--- src/sv/hitr_pkg.sv ---
// hitr_pkg: shared types and constants of the hue/intensity to RGB pipeline.
// No dependencies; every other file of the block refers to it by scoped names.
package hitr_pkg;

   // Intensity is signed Q2.8 on the port and clamped to 0..2.0 inside
   localparam int INT_W  = 11;
   localparam int LVL_W  = 10;
   localparam int T_W    = LVL_W - 1;
   localparam int BYTE_W = 8;
   localparam int PACK_W = 3 * BYTE_W;

   localparam logic [LVL_W-1:0] LVL_ONE = 10'd256;
   localparam logic [LVL_W-1:0] LVL_MAX = 10'd512;

   // Sixths of the colour wheel, named by the colours at their two ends
   typedef enum logic [2:0] {
      SEC_RED_YELLOW    = 3'd0,
      SEC_YELLOW_GREEN  = 3'd1,
      SEC_GREEN_CYAN    = 3'd2,
      SEC_CYAN_BLUE     = 3'd3,
      SEC_BLUE_MAGENTA  = 3'd4,
      SEC_MAGENTA_RED   = 3'd5
   } sector_type;

endpackage

--- src/sv/hitr_req_if.sv ---
// hitr_req_if: request channel carrying one hue and intensity beat.
// Depends on hitr_pkg for the intensity width.
interface hitr_req_if #(parameter int HUE_BITS = 16);
   logic                               valid;
   logic                               ready;
   logic        [HUE_BITS-1:0]         hue;
   logic signed [hitr_pkg::INT_W-1:0]  intensity;

   modport source (output valid, output hue, output intensity, input ready);
   modport sink   (input valid, input hue, input intensity, output ready);
endinterface

--- src/sv/hitr_rsp_if.sv ---
// hitr_rsp_if: response channel carrying the colour bytes and packed word.
// Depends on hitr_pkg for the byte and packed widths.
interface hitr_rsp_if;
   logic                          valid;
   logic                          ready;
   logic [hitr_pkg::BYTE_W-1:0]   red;
   logic [hitr_pkg::BYTE_W-1:0]   green;
   logic [hitr_pkg::BYTE_W-1:0]   blue;
   logic [hitr_pkg::PACK_W-1:0]   packed_color;

   modport source (output valid, output red, output green, output blue,
                   output packed_color, input ready);
   modport sink   (input valid, input red, input green, input blue,
                   input packed_color, output ready);
endinterface

--- src/sv/hitr_sector.sv ---
// hitr_sector: first pipeline stage; splits the hue into sector and offset
// and clamps the intensity. Depends on hitr_pkg.
module hitr_sector #(
   parameter int HUE_BITS = 16
) (
   input  logic                              clock,
   input  logic                              reset,
   input  logic                              in_valid,
   output logic                              in_ready,
   input  logic        [HUE_BITS-1:0]        in_hue,
   input  logic signed [hitr_pkg::INT_W-1:0] in_intensity,
   output logic                              out_valid,
   input  logic                              out_ready,
   output hitr_pkg::sector_type              out_sector,
   output logic        [HUE_BITS-1:0]        out_offset,
   output logic        [hitr_pkg::LVL_W-1:0] out_level
);
   localparam int SIX_W = HUE_BITS + 3;

   logic [SIX_W-1:0]           six;
   logic [hitr_pkg::LVL_W-1:0] level;

   logic                       v_ff, v_in;
   hitr_pkg::sector_type       sec_ff, sec_in;
   logic [HUE_BITS-1:0]        off_ff, off_in;
   logic [hitr_pkg::LVL_W-1:0] lvl_ff, lvl_in;

   // Six times the hue as shift and add: top bits are the sector
   assign six = ({3'b000, in_hue} << 2) + ({3'b000, in_hue} << 1);

   // Clamp the intensity to 0..2.0
   always_comb begin
      if (in_intensity[hitr_pkg::INT_W-1]) begin
         level = '0;
      end else if (in_intensity[hitr_pkg::LVL_W-1:0] > hitr_pkg::LVL_MAX) begin
         level = hitr_pkg::LVL_MAX;
      end else begin
         level = in_intensity[hitr_pkg::LVL_W-1:0];
      end
   end

   // Take a new beat whenever this stage is empty or drains this cycle
   assign in_ready = !v_ff || out_ready;

   always_comb begin
      v_in   = v_ff;
      sec_in = sec_ff;
      off_in = off_ff;
      lvl_in = lvl_ff;
      if (in_ready) begin
         v_in   = in_valid;
         sec_in = hitr_pkg::sector_type'(six[SIX_W-1:HUE_BITS]);
         off_in = six[HUE_BITS-1:0];
         lvl_in = level;
      end
   end

   always_ff @(posedge clock) begin
      if (reset) begin
         v_ff <= 1'b0;
      end else begin
         v_ff <= v_in;
      end
      sec_ff <= sec_in;
      off_ff <= off_in;
      lvl_ff <= lvl_in;
   end

   assign out_valid  = v_ff;
   assign out_sector = sec_ff;
   assign out_offset = off_ff;
   assign out_level  = lvl_ff;

   // Six times a fraction below one never reaches sector six
   a_sector_range: assert property (@(posedge clock) disable iff (reset)
      v_ff |-> (sec_ff <= hitr_pkg::SEC_MAGENTA_RED && lvl_ff <= hitr_pkg::LVL_MAX))
      else $error("stage one holds a sector or level out of range");

endmodule

--- src/sv/hitr_scale.sv ---
// hitr_scale: second pipeline stage; picks the channel ramps of the sector
// and scales or blends them by the intensity. Depends on hitr_pkg.
module hitr_scale #(
   parameter int HUE_BITS = 16
) (
   input  logic                              clock,
   input  logic                              reset,
   input  logic                              in_valid,
   output logic                              in_ready,
   input  hitr_pkg::sector_type              in_sector,
   input  logic [HUE_BITS-1:0]               in_offset,
   input  logic [hitr_pkg::LVL_W-1:0]        in_level,
   output logic                              out_valid,
   input  logic                              out_ready,
   output logic [HUE_BITS+8:0]               out_num_r,
   output logic [HUE_BITS+8:0]               out_num_g,
   output logic [HUE_BITS+8:0]               out_num_b
);
   localparam int C_W    = HUE_BITS + 1;
   localparam int NUM_W  = HUE_BITS + 9;
   localparam int PROD_W = C_W + hitr_pkg::LVL_W;
   localparam logic [C_W-1:0]   ONE  = {1'b1, {HUE_BITS{1'b0}}};
   localparam logic [NUM_W-1:0] FULL = {1'b1, {(NUM_W-1){1'b0}}};

   logic [C_W-1:0]             ramp_up, ramp_dn;
   logic [C_W-1:0]             cr, cg, cb;
   logic                       blend;
   logic [hitr_pkg::T_W-1:0]   t;
   logic [hitr_pkg::LVL_W-1:0] mult_b;
   logic [hitr_pkg::LVL_W-1:0] t_full;

   logic                       v_ff, v_in;
   logic [NUM_W-1:0]           nr_ff, nr_in, ng_ff, ng_in, nb_ff, nb_in;

   // Scale c by the level, or blend toward white: c*256 + (1-c)*t
   function automatic logic [NUM_W-1:0] scale_chan(
      input logic [C_W-1:0]             c,
      input logic                       mix,
      input logic [hitr_pkg::LVL_W-1:0] b
   );
      logic [C_W-1:0]    a;
      logic [PROD_W-1:0] prod;
      logic [PROD_W-1:0] base;
      logic [PROD_W-1:0] sum;
      a    = mix ? (ONE - c) : c;
      prod = {{hitr_pkg::LVL_W{1'b0}}, a} * {{C_W{1'b0}}, b};
      base = mix ? ({{hitr_pkg::LVL_W{1'b0}}, c} << 8) : '0;
      sum  = prod + base;
      return sum[NUM_W-1:0];
   endfunction

   assign ramp_up = {1'b0, in_offset};
   assign ramp_dn = ONE - {1'b0, in_offset};

   // Channel ramps per sector
   always_comb begin
      case (in_sector)
         hitr_pkg::SEC_RED_YELLOW: begin
            cr = ONE;     cg = ramp_up; cb = '0;
         end
         hitr_pkg::SEC_YELLOW_GREEN: begin
            cr = ramp_dn; cg = ONE;     cb = '0;
         end
         hitr_pkg::SEC_GREEN_CYAN: begin
            cr = '0;      cg = ONE;     cb = ramp_up;
         end
         hitr_pkg::SEC_CYAN_BLUE: begin
            cr = '0;      cg = ramp_dn; cb = ONE;
         end
         hitr_pkg::SEC_BLUE_MAGENTA: begin
            cr = ramp_up; cg = '0;      cb = ONE;
         end
         default: begin
            cr = ONE;     cg = '0;      cb = ramp_dn;
         end
      endcase
   end

   // Above 1.0 the excess over one drives the blend toward white
   assign blend  = in_level > hitr_pkg::LVL_ONE;
   assign t_full = in_level - hitr_pkg::LVL_ONE;
   assign t      = t_full[hitr_pkg::T_W-1:0];
   assign mult_b = blend ? {1'b0, t} : in_level;

   assign in_ready = !v_ff || out_ready;

   always_comb begin
      v_in  = v_ff;
      nr_in = nr_ff;
      ng_in = ng_ff;
      nb_in = nb_ff;
      if (in_ready) begin
         v_in  = in_valid;
         nr_in = scale_chan(cr, blend, mult_b);
         ng_in = scale_chan(cg, blend, mult_b);
         nb_in = scale_chan(cb, blend, mult_b);
      end
   end

   always_ff @(posedge clock) begin
      if (reset) begin
         v_ff <= 1'b0;
      end else begin
         v_ff <= v_in;
      end
      nr_ff <= nr_in;
      ng_ff <= ng_in;
      nb_ff <= nb_in;
   end

   assign out_valid = v_ff;
   assign out_num_r = nr_ff;
   assign out_num_g = ng_ff;
   assign out_num_b = nb_ff;

   // A scaled channel never passes full scale, so no byte can overflow
   a_num_bound: assert property (@(posedge clock) disable iff (reset)
      v_ff |-> (nr_ff <= FULL && ng_ff <= FULL && nb_ff <= FULL))
      else $error("scaled channel above full scale");

endmodule

--- src/sv/hitr_output.sv ---
// hitr_output: last pipeline stage and output register; multiplies by 255
// and truncates to bytes. Depends on hitr_pkg.
module hitr_output #(
   parameter int HUE_BITS = 16
) (
   input  logic                         clock,
   input  logic                         reset,
   input  logic                         in_valid,
   output logic                         in_ready,
   input  logic [HUE_BITS+8:0]          in_num_r,
   input  logic [HUE_BITS+8:0]          in_num_g,
   input  logic [HUE_BITS+8:0]          in_num_b,
   output logic                         out_valid,
   input  logic                         out_ready,
   output logic [hitr_pkg::BYTE_W-1:0]  out_red,
   output logic [hitr_pkg::BYTE_W-1:0]  out_green,
   output logic [hitr_pkg::BYTE_W-1:0]  out_blue,
   output logic [hitr_pkg::PACK_W-1:0]  out_packed
);
   localparam int NUM_W = HUE_BITS + 9;
   localparam int P_W   = NUM_W + 8;

   logic [P_W-1:0]              pr, pg, pb;
   logic                        v_ff, v_in;
   logic [hitr_pkg::BYTE_W-1:0] r_ff, r_in, g_ff, g_in, b_ff, b_in;

   // Times 255 as shift and subtract; the byte is the integer part
   assign pr = {in_num_r, 8'b0} - {8'b0, in_num_r};
   assign pg = {in_num_g, 8'b0} - {8'b0, in_num_g};
   assign pb = {in_num_b, 8'b0} - {8'b0, in_num_b};

   assign in_ready = !v_ff || out_ready;

   always_comb begin
      v_in = v_ff;
      r_in = r_ff;
      g_in = g_ff;
      b_in = b_ff;
      if (in_ready) begin
         v_in = in_valid;
         r_in = pr[NUM_W+6:NUM_W-1];
         g_in = pg[NUM_W+6:NUM_W-1];
         b_in = pb[NUM_W+6:NUM_W-1];
      end
   end

   always_ff @(posedge clock) begin
      if (reset) begin
         v_ff <= 1'b0;
      end else begin
         v_ff <= v_in;
      end
      r_ff <= r_in;
      g_ff <= g_in;
      b_ff <= b_in;
   end

   assign out_valid  = v_ff;
   assign out_red    = r_ff;
   assign out_green  = g_ff;
   assign out_blue   = b_ff;
   assign out_packed = {b_ff, g_ff, r_ff};

   // A response beat appears only after the stage before offered one
   a_rise_src: assert property (@(posedge clock) disable iff (reset)
      $rose(v_ff) |-> $past(in_valid))
      else $error("response valid without a beat from the scale stage");

endmodule

--- src/sv/hue_intensity_to_rgb_top.sv ---
// hue_intensity_to_rgb_top: three-stage hue and intensity to RGB pipeline.
// Depends on hitr_pkg, hitr_req_if, hitr_rsp_if and the three stage modules.
//
//   channel  | dir | payload                                  | handshake
//   ---------+-----+------------------------------------------+-------------
//   req_if   | in  | hue[HUE_BITS], intensity (signed Q2.8)   | valid/ready
//   rsp_if   | out | red, green, blue bytes, packed_color[24] | valid/ready
//
// One beat per cycle sustained while the response side is ready.
// Stages: sector split and clamp, ramp select with one multiplier per channel,
// then times 255 into the output register. Each stage holds its own valid
// bit and refills as it drains, so a stalled response backs up stage by stage
// and no beat is lost or repeated. Reset (synchronous) empties all stages.
module hue_intensity_to_rgb_top #(
   parameter int HUE_BITS = 16
) (
   input  logic         clock,
   input  logic         reset,
   hitr_req_if.sink     req_if,
   hitr_rsp_if.source   rsp_if
);
   logic                       s1_valid, s1_ready;
   hitr_pkg::sector_type       s1_sector;
   logic [HUE_BITS-1:0]        s1_offset;
   logic [hitr_pkg::LVL_W-1:0] s1_level;

   logic                       s2_valid, s2_ready;
   logic [HUE_BITS+8:0]        s2_num_r, s2_num_g, s2_num_b;

   // Split hue and clamp intensity
   hitr_sector #(.HUE_BITS(HUE_BITS)) u_sector (
      .clock        (clock),
      .reset        (reset),
      .in_valid     (req_if.valid),
      .in_ready     (req_if.ready),
      .in_hue       (req_if.hue),
      .in_intensity (req_if.intensity),
      .out_valid    (s1_valid),
      .out_ready    (s1_ready),
      .out_sector   (s1_sector),
      .out_offset   (s1_offset),
      .out_level    (s1_level)
   );

   // Scale or blend the channel ramps
   hitr_scale #(.HUE_BITS(HUE_BITS)) u_scale (
      .clock      (clock),
      .reset      (reset),
      .in_valid   (s1_valid),
      .in_ready   (s1_ready),
      .in_sector  (s1_sector),
      .in_offset  (s1_offset),
      .in_level   (s1_level),
      .out_valid  (s2_valid),
      .out_ready  (s2_ready),
      .out_num_r  (s2_num_r),
      .out_num_g  (s2_num_g),
      .out_num_b  (s2_num_b)
   );

   // Bytes and output register
   hitr_output #(.HUE_BITS(HUE_BITS)) u_output (
      .clock      (clock),
      .reset      (reset),
      .in_valid   (s2_valid),
      .in_ready   (s2_ready),
      .in_num_r   (s2_num_r),
      .in_num_g   (s2_num_g),
      .in_num_b   (s2_num_b),
      .out_valid  (rsp_if.valid),
      .out_ready  (rsp_if.ready),
      .out_red    (rsp_if.red),
      .out_green  (rsp_if.green),
      .out_blue   (rsp_if.blue),
      .out_packed (rsp_if.packed_color)
   );

   // Back-pressure reaches the request side only with every stage full
   a_full_stall: assert property (@(posedge clock) disable iff (reset)
      !req_if.ready |-> (rsp_if.valid && !rsp_if.ready && s1_valid && s2_valid))
      else $error("request stalled while the pipeline has room");

endmodule
--- src/flat_wrapper.sv ---
// flat-port wrapper written by rule: the top's interface ports become plain ports
module hue_intensity_to_rgb_top_flat 
#(
   parameter int HUE_BITS = 16
)
  (clock, reset, req_if_valid, req_if_hue, req_if_intensity, req_if_ready, rsp_if_valid, rsp_if_red, rsp_if_green, rsp_if_blue, rsp_if_packed_color, rsp_if_ready);
  hitr_req_if #(.HUE_BITS(HUE_BITS)) req_if_i ();
  hitr_rsp_if rsp_if_i ();
  input  logic clock;
  input  logic reset;
  input wire logic [$bits(req_if_i.valid)-1:0] req_if_valid;
  input wire logic [$bits(req_if_i.hue)-1:0] req_if_hue;
  input wire logic [$bits(req_if_i.intensity)-1:0] req_if_intensity;
  output wire logic [$bits(req_if_i.ready)-1:0] req_if_ready;
  output wire logic [$bits(rsp_if_i.valid)-1:0] rsp_if_valid;
  output wire logic [$bits(rsp_if_i.red)-1:0] rsp_if_red;
  output wire logic [$bits(rsp_if_i.green)-1:0] rsp_if_green;
  output wire logic [$bits(rsp_if_i.blue)-1:0] rsp_if_blue;
  output wire logic [$bits(rsp_if_i.packed_color)-1:0] rsp_if_packed_color;
  input wire logic [$bits(rsp_if_i.ready)-1:0] rsp_if_ready;
  assign req_if_i.valid = req_if_valid;
  assign req_if_i.hue = req_if_hue;
  assign req_if_i.intensity = req_if_intensity;
  assign req_if_ready = req_if_i.ready;
  assign rsp_if_valid = rsp_if_i.valid;
  assign rsp_if_red = rsp_if_i.red;
  assign rsp_if_green = rsp_if_i.green;
  assign rsp_if_blue = rsp_if_i.blue;
  assign rsp_if_packed_color = rsp_if_i.packed_color;
  assign rsp_if_i.ready = rsp_if_ready;
  hue_intensity_to_rgb_top #(.HUE_BITS(HUE_BITS)) u_core (.clock(clock), .reset(reset), .req_if(req_if_i), .rsp_if(rsp_if_i));
endmodule
--- config.mk ---
export PLATFORM = sky130hd
export DESIGN_NAME = hue_intensity_to_rgb_top_flat
export DESIGN_NICKNAME = d
export VERILOG_FILES = /design/src/sv/hitr_pkg.sv /design/src/sv/hitr_req_if.sv /design/src/sv/hitr_rsp_if.sv /design/src/sv/hitr_sector.sv /design/src/sv/hitr_scale.sv /design/src/sv/hitr_output.sv /design/src/sv/hue_intensity_to_rgb_top.sv /design/src/flat_wrapper.sv
export SDC_FILE = /design/constraint.sdc
export NUM_CORES = 1
export LEC_CHECK = 0
export ABC_CLOCK_PERIOD_IN_PS = 8960
export BUFFER_PORTS_ARGS = -buffer_cell sky130_fd_sc_hd__buf_2
export CORE_UTILIZATION = 50
export DETAILED_ROUTE_END_ITERATION = 16
export GPL_TIMING_DRIVEN = 0
export PLACE_DENSITY = 0.71
export SKIP_LAST_GASP = 1
export SYNTH_ARGS = -nofsm -noshare
export SYNTH_HDL_FRONTEND = slang
export SYNTH_SLANG_ARGS = --single-unit
--- constraint.sdc ---
create_clock -name clock -period 8.96 [get_ports clock]
set_clock_uncertainty 0.1 [all_clocks]
set_input_delay 1.792 -clock clock [delete_from_list [all_inputs] [get_ports clock]]
set_output_delay 1.792 -clock clock [all_outputs]
set_load 0.01 [all_outputs]
==> impl_metrics.yaml <==
sta:
  max_slew.worst_pin.slew_ns: 1.39
  final.setup.worst_slack_ns: 0.247
  setup_tns_ns: 0
  slew_violations: 0
  timing.fmax_mhz: 115
  hold_viol_final: 0
  min_period_ns: 8.71
  period_share: 0.972
  setup_viol: 0
  timing.slew.headroom: 0.0591
grt:
  grt_pass1_vias: 20352
  antenna_found_initial: 2
  grt_overflow: 0
  grt_max_degree: 69
  grt_usage: 0.286
  grt_pass1_wl_um: 110000
layout:
  final_util: 0.561
  n_fill_cell: 4306
  area_delta_synth_final_pct: 10.6
  layout_common_cells: "inv_1 (503), fa_1 (376), nand2_1 (300), ha_1 (228), and2_1 (206)"
  drive_gt1_frac: 0.0866
  fin_nets: 3567
  mostFrequentLayoutCell: "inv_1"
  num_antenna_cells: 0
power:
  switching_share: 0.481
  seq_power_share: 0.183
  peakVddDrop_mv: 0.154
  p_switching_uw: 3120
  power_leakage_uw: 0.0132
  finalPower_uw: 6500
  combPwrFrac: 0.707
  p_int_uw: 3370
  p_clk_frac: 0.110
  pwr_density_cell_mw_per_mm2: 237
floorplan:
  core-area_mm2: 0.0490
  die_h_um: 225
  io_pins: 81
  die_w_um: 225
  rows: 81
  die_area_mm2: 0.0506
  initial_core_util: 0.508
synth:
  ys_seq_elements: 127
  synthTopCellsByArea: "fa_1 (30%), edfxtp_1 (15%), ha_1 (11%)"
  syn_inst: 2763
  synth_top_area_share: 0.303
  synth_edf_count: 124
  async_reset_ff_frac: 0
  synth_cell_types: 82
  synth_area_mm2: 0.0248
  synth_top_area_cell: "fa_1"
  syn_avg_cell_area_um2: 8.99
  synth_warnings: 0
  synth.yosys.seq_area_share: 0.152
  synth_flop_cell: "edfxtp_1"
worst_setup_path:
  start_kind: "flop"
  cp.required_ns: 9.10
  crit_path_end_kind: "flop"
  max_stage_delay_ns: 0.58
  rrSetupSlack_ns: 0.25
  reg2reg_depth: 29
  critPathArrivalTime_ns: 8.85
  r2r-end: "u_core.u_scale.out_num_g[21]"
  crit_path_top_delay_cell: "or4_1"
  cp_max_fo: 10
  timing.rr.start: "u_core.u_sector.out_offset[1]"
  worstSetupPathType: "flop to flop"
  path_common_cell: "fa_1"
routing:
  vias: 20016
  firstDrtPassIters: 5
  drcViolationCount: 0
  vias_per_cell: 5.55
  drt_iter0_drc: 1570
  drt-wirelength-per-cell_um: 19.2
  finalWirelength_um: 69200
  ant_nets: 0
clock_tree:
  clk_path_buf_depth: 2
  cts-root-buf: "clkbuf_16"
  cts_tree: "built"
  htree_levels: 4
  clock_latency_ns: 0.50
  path_clk_slew_ns: 0.06
  clock_sinks: 127
  cts_hold_buf: 0
  cts-buffers-inserted: 17
placed_design:
  dpl.hpwl_um: 55900
  gp_routability_congestion: 0.966
  place_ws_ns: -0.715
  numPortBuffers: 80
status:
  status: "finished clean"
min_path:
  hold_path_end: "u_core.u_output.out_valid"
  min_path_cells: 2
  min-delay-start: "u_core.u_scale.out_valid"
  hp-class: "flop to flop"
job:
  max-cap-violations: 0
## worst max-delay path: cells and delay by family (launching register included)
family | cells | cell delay [ns]
AO/OA/AOI/OAI | 6 | 1.47
XOR/XNOR | 2 | 0.38
adder cells (fa/ha/maj) | 7 | 3.10
buffers and inverters | 7 | 0.96
flip-flops | 1 | 0.51
AND/OR/NAND/NOR | 7 | 1.89
## final cells by class
type,instances,area (µm²),area share
Buffer,122,572,0.0208
Inverter,506,1900,0.0692
Clock buffer,18,429,0.0156
Clock inverter,14,149,0.00542
Sequential cell,127,3780,0.138
Multi-Input combinational cell,2048,19100,0.697
Tap cell,664,831,0.0302
Timing Repair Buffer,110,666,0.0242
## layer usage
| metal | wire length [µm] | up-vias | GRT usage |
|---|---|---|---|
| li1 | - | 9192 | - |
| met1 | 29300 | 10005 | 0.374 |
| met2 | 31700 | 698 | 0.452 |
| met3 | 5390 | 119 | 0.0675 |
| met4 | 2820 | 2 | 0.126 |
| met5 | 12 | - | 0 |
## logic make-up (layout without fill, tap and decap cells)
family / count (synthesis) / count (layout) / share of synthesized area
and+or+nand+nor: 876 / 876 / 0.177
muxes: 5 / 5 / 0.00201
AOI/OAI and AO/OA: 391 / 391 / 0.105
DFF: 127 / 127 / 0.152
other: 2 / 42 / 0.000302
buffers and inverters: 628 / 770 / 0.0989
xor gates and xnor gates: 130 / 130 / 0.0464
adders and majority gates: 604 / 604 / 0.418
## state kept, by name, indices dropped and copies added, names as in the netlist
| name | flops |
|---|---|
| u_core.u_sector.out_level | 10 |
| u_core.u_sector.out_valid | 1 |
| u_core.u_sector.out_offset | 15 |
| u_core.u_scale.out_valid | 1 |
| u_core.u_scale.out_num_g | 24 |
| u_core.u_scale.out_num_r | 24 |
| u_core.u_output.out_valid | 1 |
| u_core.u_scale.out_num_b | 24 |
| u_core.u_output.out_green | 8 |
| u_core.u_output.out_blue | 8 |
| u_core.u_output.out_red | 8 |
| u_core.u_sector.out_sector | 3 |
## power by group through the flow
stage / registers, µW / logic (µW) / clock network [µW]
after floorplan: 1170 / 3330 / 0
after global placement: 1180 / 4260 / 0
after detailed placement: 1190 / 4410 / 0
after CTS: 1180 / 4490 / 730
after global routing: 1210 / 5180 / 750
final: 1190 / 4600 / 714
## worst max path at each step
stage                                   from  cells past startpoint                      endpoint  slack (ns)
3_5_place_dp   u_core.u_sector.out_offset[1]                     29  u_core.u_scale.out_num_g[21]       -0.72
5_1_grt        u_core.u_sector.out_offset[1]                     29  u_core.u_scale.out_num_g[21]       -0.11
6_report       u_core.u_sector.out_offset[1]                     29  u_core.u_scale.out_num_g[21]        0.25
2_1_floorplan  u_core.u_sector.out_offset[1]                     30  u_core.u_scale.out_num_g[24]        1.16
4_1_cts        u_core.u_sector.out_offset[1]                     30  u_core.u_scale.out_num_g[21]      -0.005
3_3_place_gp   u_core.u_sector.out_offset[1]                     29  u_core.u_scale.out_num_g[21]       -0.64
## repair_timing
item	4_1_cts	5_1_grt
pin swaps	4	8
resized for setup	26	48
endpoints found under the setup margin	28	22
buffers inserted	6	22
## stage by stage
step / hold slack (ns) / instances / cell area, µm²
floorplan: 0.332 / 2803 / 25000
global placement: 0.339 / 3547 / 26200
detailed placement: 0.365 / 3548 / 26300
CTS: 0.384 / 3586 / 27100
global route: 0.435 / 3609 / 27500
finish: 0.381 / 3609 / 27500
## cell usage after synthesis, drive strengths merged (46+ instances only)
cell      n
edfxtp  124
nand2   300
fa      376
o21ai    80
a21oi    88
ha      228
clkbuf   84
xnor2   103
inv     506
nor3     46
nor2    137
and2    206
(Power assumes the default switching activity.)
